**src/bpd_pkg.sv**
```systemverilog
// Package: widths, register indexes and shared types of the block power ducker.
`timescale 1ns / 1ps
package bpd_pkg;

  localparam int MAX_BLOCK_DEF = 64;

  localparam int SAMPLE_W   = 16;
  localparam int CFG_IDX_W  = 2;
  localparam int CFG_DATA_W = 16;
  localparam int BLEN_W     = 7;
  localparam int ENERGY_W   = 37;
  localparam int MEAN_NUM_W = ENERGY_W + 2;
  localparam int POWER_W    = 32;
  localparam int DEN_W      = 49;
  localparam int NUM_W      = 56;
  localparam int GAIN_FRAC  = 40;
  localparam int STEP_W     = 6;

  localparam logic [STEP_W-1:0] MEAN_STEPS = STEP_W'(MEAN_NUM_W);
  localparam logic [STEP_W-1:0] GAIN_STEPS = STEP_W'(SAMPLE_W);

  localparam logic [BLEN_W-1:0] BLEN_RST = BLEN_W'(64);

  localparam logic [CFG_IDX_W-1:0] CFG_DUCK   = 2'd0;
  localparam logic [CFG_IDX_W-1:0] CFG_SMOOTH = 2'd1;
  localparam logic [CFG_IDX_W-1:0] CFG_BLEN   = 2'd2;

  typedef struct packed {
    logic              start;
    logic [STEP_W-1:0] steps;
  } div_req_t;

endpackage

```
**src/bpd_div.sv**
```systemverilog
// Restoring divider, one quotient bit per cycle, shared by mean and gain.
`timescale 1ns / 1ps
module bpd_div (
  input  logic                            clk_i,
  input  logic                            rst_ni,
  input  bpd_pkg::div_req_t               req_i,
  input  logic [bpd_pkg::NUM_W-1:0]       num_i,
  input  logic [bpd_pkg::DEN_W-1:0]       rem_i,
  input  logic [bpd_pkg::DEN_W-1:0]       den_i,
  output logic [bpd_pkg::NUM_W-1:0]       quot_o,
  output logic                            done_o
);
  import bpd_pkg::*;

  logic [NUM_W-1:0]  num_q;
  logic [DEN_W-1:0]  rem_q;
  logic [DEN_W-1:0]  den_q;
  logic              busy_q;
  logic              done_q;
  logic [STEP_W-1:0] steps_q;
  logic [DEN_W:0]    trial;
  logic [DEN_W:0]    diff;
  logic              ge;

  // numerator bits shift out at the top, quotient bits shift in at the bottom
  always_comb begin
    trial = {rem_q, num_q[NUM_W-1]};
    diff  = trial - {1'b0, den_q};
    ge    = (trial >= {1'b0, den_q});
  end

  always_ff @(posedge clk_i) begin
    if (req_i.start) begin
      num_q <= num_i;
      rem_q <= rem_i;
      den_q <= den_i;
    end else if (busy_q) begin
      rem_q <= ge ? diff[DEN_W-1:0] : trial[DEN_W-1:0];
      num_q <= {num_q[NUM_W-2:0], ge};
    end
  end

  always_ff @(posedge clk_i or negedge rst_ni) begin
    if (!rst_ni) begin
      busy_q  <= 1'b0;
      done_q  <= 1'b0;
      steps_q <= '0;
    end else if (req_i.start) begin
      busy_q  <= 1'b1;
      done_q  <= 1'b0;
      steps_q <= req_i.steps;
    end else if (busy_q) begin
      steps_q <= steps_q - STEP_W'(1);
      if (steps_q == STEP_W'(1)) begin
        busy_q <= 1'b0;
        done_q <= 1'b1;
      end
    end else begin
      done_q <= 1'b0;
    end
  end

  assign quot_o = num_q;
  assign done_o = done_q;

endmodule

```
**config.mk**
```make
export PLATFORM = sky130hd
export DESIGN_NAME = bpd_div
export DESIGN_NICKNAME = d
export VERILOG_FILES = /design/src/bpd_pkg.sv /design/src/bpd_div.sv
export SDC_FILE = /design/constraint.sdc
export NUM_CORES = 1
export LEC_CHECK = 0
export ABC_CLOCK_PERIOD_IN_PS = 3400
export BUFFER_PORTS_ARGS = -buffer_cell sky130_fd_sc_hd__buf_4
export CAP_MARGIN = 20
export CELL_PAD_IN_SITES_DETAIL_PLACEMENT = 1
export CELL_PAD_IN_SITES_GLOBAL_PLACEMENT = 1
export CORE_ASPECT_RATIO = 0.6
export CORE_MARGIN = 4
export CORE_UTILIZATION = 38
export CTS_CLUSTER_SIZE = 24
export DETAILED_ROUTE_END_ITERATION = 8
export HOLD_SLACK_MARGIN = 0.03
export PLACE_DENSITY_LB_ADDON = 0.1
export SYNTH_ARGS = -nofsm -noshare
export SYNTH_HDL_FRONTEND = slang
export SYNTH_SLANG_ARGS = --single-unit
```
**constraint.sdc**
```tcl
create_clock -name clk_i -period 3.4 [get_ports clk_i]
set_input_delay 0.85 -clock clk_i [delete_from_list [all_inputs] [get_ports clk_i]]
set_output_delay 0.85 -clock clk_i [all_outputs]
set_load 0.03 [all_outputs]
```
Word level (Yosys, flattened, before mapping):

Cells that the tools add are included.

* flip-flop bits (word level): 162
* input port bits: 163
* output and inout port bits: 57
* word-level logic and storage cells: 25

* add/sub/neg operators: 2
* order comparisons: 1
* equality and inequality tests: 2
* muxes and demuxes: 13
* reductions and logical operators: 1

Operators by type and width (number)
* $mux 49: 3
* $mux 56: 2
* $ge 50x49->1: 1
* $sub 49x49->49: 1
* $mux 6: 2
* $eq 6x1->1 const B: 1
* $mux 1: 6
* $sub 6x1->6 const B: 1
* $ne 3x2->1 const B: 1
* $reduce_bool 2->1: 1

Logic depth before layout (Yosys ltp):

* depth after elaboration: 4
* mapped depth: 15
* depth with buffers taken out: 13

Least setup slack after synthesis:

Ideal clock, no wire load.

* path type: register to register
* from: reg num_q[55] (netlist: quot_o[55])
* to: reg rem_q[47], data pin
* setup time: 0.261 ns
* arrival time: 3.302 ns
* required time: 3.139 ns
* slack: -0.162 ns
* stages on the path, launching flop included: 15
* path buffers: 1
* clock period less this slack: 3.562 ns
* cell sequence: edfxtp_1 -> inv_1 -> ha_1 -> inv_1 -> fa_1 -> a21o_1 -> a311oi_1 -> o21ba_2 -> o31ai_4 -> a21oi_2 -> o41ai_4 -> a21oi_2 -> buf_2 -> nor2_1 -> a221o_1

* word-level cells in the longest chain between the ends: 4
* elaborated cells on any way between the ends: 5
* those cells by class: add/sub (1); order compare (1); mux (3)

Ends and longest elaborated chain
* from (decl): line bpd_div.sv:15 `logic [NUM_W-1:0] num_q;`
* from (signal assigned): line bpd_div.sv:34 `num_q <= num_i;`
* from (signal assigned): line bpd_div.sv:39 `num_q <= {num_q[NUM_W-2:0], ge};`
* $sub 49x49->49 / $ge 50x49->1 (equally long branches): line bpd_div.sv:28, bpd_div.sv:29
* $mux 49 *: line bpd_div.sv:38 `rem_q <= ge ? diff[DEN_W-1:0] : trial[DEN_W-1:0];`
* $mux 49 *: line bpd_div.sv:37 `end else if (busy_q) begin`
* $mux 49 *: line bpd_div.sv:33 `if (req_i.start) begin`
* to (signal assigned): line bpd_div.sv:35 `rem_q <= rem_i;`
* to (signal assigned): line bpd_div.sv:38
* to (decl): line bpd_div.sv:16 `logic [DEN_W-1:0] rem_q;`

Every way passes the cells marked *; elsewhere a longest branch is shown, timed or not. The select of a mux whose other input is x is not followed.
A chain may end at the register's enable or synchronous reset.

Worst setup path in the final report:

* from: reg rem_q[15]
* to: reg rem_q[47], data pin

* word-level cells in the longest chain between the ends: 4
* elaborated cells on any way between the ends: 5
* those cells by class: add/sub (1); order compare (1); mux (3)

Ends and longest elaborated chain (line)
* $sub 49x49->49 / $ge 50x49->1 (equally long branches): bpd_div.sv:28, bpd_div.sv:29
* $mux 49 *: bpd_div.sv:38
* $mux 49 *: bpd_div.sv:37
* $mux 49 *: bpd_div.sv:33

Marked as above.

==> impl_metrics.env <==
export IMPL_tritoncts_num_sinks=162
export IMPL_netlist_instances=949
export IMPL_layout_area_overhead_vs_synth_pct=34.0
export IMPL_yosysTopAreaCell="edfxtp_1"
export IMPL_core_area_mm2=0.0254
export IMPL_overflow=0
export IMPL_finalSetupTns_ns=0
export IMPL_cellPowerDensity_mw_per_mm2=874
export IMPL_max_slew_headroom_pct=61.0
export IMPL_yosys_register_bits=162
export IMPL_dieArea_mm2=0.0287
export IMPL_finalSetupViolCount=0
export IMPL_crit_path_cell_trace="ha_4 > nand4_1 > or3_4 > o31ai_4 > a21oi_4 > o41ai_4 > a21oi_4 > buf_12 > buf_6 > clkbuf_16 > and3_4 > a221o_1"
export IMPL_final_setup_skew_ns=0.0209
export IMPL_postSynthAreaPerCell_um2=10.4
export IMPL_synthesis_nets=1164
export IMPL_finalWeightedCongestion=0.861
export IMPL_port_buffer_count=219
export IMPL_wl_um=31300
export IMPL_floorplan_io_pins=220
export IMPL_worst_endpoint_required_ns=3.62
export IMPL_vertical_die_dimension_um=133
export IMPL_clock_latency_ns=0.46
export IMPL_synth_top_cells_by_area="edfxtp_1 (47%), mux2_2 (6.5%), ha_1 (6.5%), nand2_1 (4.5%), a21o_1 (3.2%)"
export IMPL_fp_row_count=45
export IMPL_synth_lib_cells_used_distinct=68
export IMPL_share_of_the_synthesized_area_in_the_top_cell_type_pct=46.8
export IMPL_drtIter0Drc=548
export IMPL_clock_tree_root_buffer_cell="clkbuf_16"
export IMPL_route_detailed_drc=0
export IMPL_cts_tree="yes"
export IMPL_firstDrtPassIters=6
export IMPL_initial_utilization_pct=38.8
export IMPL_timing_critical_path_to_type="flip-flop"
export IMPL_timing_final_crit_share_pct=98.6
export IMPL_mostFrequentLayoutCell="buf_4"
export IMPL_grt_util_all_layers_pct=21.0
export IMPL_first_pass_grt_wire_length_um=47700
export IMPL_detailedPlacementHpwl_um=23400
export IMPL_crit_path_max_incr_delay_ns=0.43
export IMPL_power_leakage_uw=0.00579
export IMPL_cp_data_arrival_time_ns=3.57
export IMPL_synth_ff_type="edfxtp_1"
export IMPL_timing_hold_violations_final=0
export IMPL_cts_buffer_depth=2
export IMPL_cell_with_the_biggest_individual_delay_on_the_critical_path="edfxtp_1"
export IMPL_max_cap_viols=0
export IMPL_grt_max_degree=61
export IMPL_vias_in_the_first_global_route=8257
export IMPL_wire_per_inst_um=19.9
export IMPL_rsz0062_at_grt="yes"
export IMPL_clock_buffers_created_by_tritoncts=17
export IMPL_finalMaxSlewViolations=0
export IMPL_h_tree_levels=4
export IMPL_chip_width_um=216
export IMPL_max_freq_mhz=298
export IMPL_routed_via_density=5.29
export IMPL_number_of_synthesized_flops_with_an_enable_pin=154
export IMPL_crit_type="flip-flop to flip-flop"
export IMPL_timing_hold_ws_ns=0.202
export IMPL_synth_yosys_seq_area_share_pct=48.8
export IMPL_status="finished clean"
export IMPL_synth_warning_count=0
export IMPL_critical_path_startpoint_type="flip-flop"
export IMPL_post_route_min_period_ns=3.35
export IMPL_hold_path_class="input port to async pin"
export IMPL_vdd_ir_drop_max_mv=0.342
export IMPL_num_vias=8303
export IMPL_max_slew_worst_pin_slew_ns=0.580
export IMPL_antenna_cells_inserted=0
export IMPL_synthesis_area_mm2=0.00988
export IMPL_grt_antenna_before_repair=0
export IMPL_synth_async_sr_flop_share_pct=4.94
export IMPL_layout_drive_gt1_share_pct=34.3
export IMPL_antenna_left=0
export IMPL_worst_setup_hold_path_clk_slew_ns=0.07
export IMPL_worst_path_most_repeated_cell="a21oi_4"
export IMPL_post_cts_hold_buffer_count=0
export IMPL_mostFrequentLayoutCells="buf_4 (273), edfxtp_1 (154), nand2_1 (118)"
export IMPL_cp_max_fo=11
export IMPL_design_final_nets=1419
==> sequential cells by signal, summed over array words and instances, names as in the netlist <==
| signal | cells |
|---|---|
| rem_q | 49 |
| quot_o | 56 |
| steps_q | 6 |
| busy_q | 1 |
| den_q | 49 |
| done_o | 1 |
==> what timing repair did <==
item / in CTS / in global routing
buffers inserted: 1 / 11
gates resized for setup: 8 / 40
pin swaps: 3 / 13
setup endpoints to repair: 29 / 42
gates cloned: 0 / 3
==> metrics by stage <==
step	util [%]	worst slack (ns)	instances	cell area (um2)	power (uW)
after floorplan	-	0.0412	949	9900	6870
after global placement	48.1	-0.110	1522	12200	8790
after detailed placement	48.1	-0.255	1522	12200	8860
after CTS	50.6	0.00243	1555	12900	11100
after global routing	52.0	-0.0806	1569	13200	12400
final	52.0	0.0459	1569	13200	11600
==> layer usage <==
| layer | share of wire, % | wire length (um) | vias to the layer above | global-route usage, % |
|---|---|---|---|---|
| met2 | 42 | 13100 | 183 | 28.6 |
| met3 | 4.6 | 1430 | 21 | 4.45 |
| met5 | 0 | 0 | - | 0 |
| met4 | 0.96 | 301 | 0 | 4.51 |
| li1 | - | - | 4002 | - |
| met1 | 52 | 16400 | 4097 | 33.8 |
==> cell families (layout without fill, tap and decap cells) <==
logic type               count (synthesis)  after routing  synth area share [%]
AO/OA/AOI/OAI                          244            244                  16.7
XOR/XNOR                                40             40                  3.54
adder cells (fa/ha/maj)                 52             52                  6.66
buffers and inverters                  117            385                  4.67
flip-flops                             162            162                  48.8
multiplexers                            62             62                  7.00
AND/OR/NAND/NOR                        272            272                  12.6
==> worst max-delay path: cells and delay by family (launching register included) <==
kind | cells | cell delay, ns
AO/OA/AOI/OAI | 5 | 1.08
adder cells (fa/ha/maj) | 1 | 0.30
buffers and inverters | 3 | 0.44
flip-flops | 1 | 0.43
AND/OR/NAND/NOR | 3 | 0.83
==> power breakdown <==
part	total, uW	internal (uW)	switching [uW]
Clock	2060	1200	861
Sequential	3090	2780	311
Combinational	6420	2870	3550
==> Yosys cell counts (4+ instances only) <==
library cell and instances:
a211oi_1 6, o21ai_0 38, and3_1 11, nand3_1 11
a21boi_0 5, a31oi_1 37, o2bb2ai_1 4, xor2_1 13
buf_2 11, ha_1 51, a21oi_1 55, nor4b_1 5
o21bai_1 9, or2_2 5, a221o_1 5, xnor2_1 27
inv_1 66, o211ai_1 4, nand4_1 13, mux2_2 57
nor3_1 16, mux2i_1 5, edfxtp_1 154, dfrtp_1 8
nand2_1 118, nor2_1 69, clkbuf_1 33, a21o_1 42
==> final timing paths <==
check                      startpoint          to  slack, ns  cells after the start
min in group clk_i           den_i[9]    den_q[9]       0.56                      1
min                            rst_ni  steps_q[0]       0.20                      1
max                         rem_q[15]   rem_q[47]       0.05                     12
max in group asynchronous      rst_ni      busy_q       3.06                      1
max reg2reg                 rem_q[15]   rem_q[47]       0.05                     12
min reg2reg                quot_o[22]  quot_o[23]       0.59                      1
==> layout make-up <==
class | instances | area (um2)
multi-input cells | 670 | 4810
inverters | 67 | 251
repair buffers | 286 | 2300
fillers | 2821 | 12200
clock inverters | 11 | 150
flip-flops and latches | 162 | 4820
well taps | 352 | 440
clock buffers | 21 | 460
No activity file was read; power rests on OpenSTA's default activity.
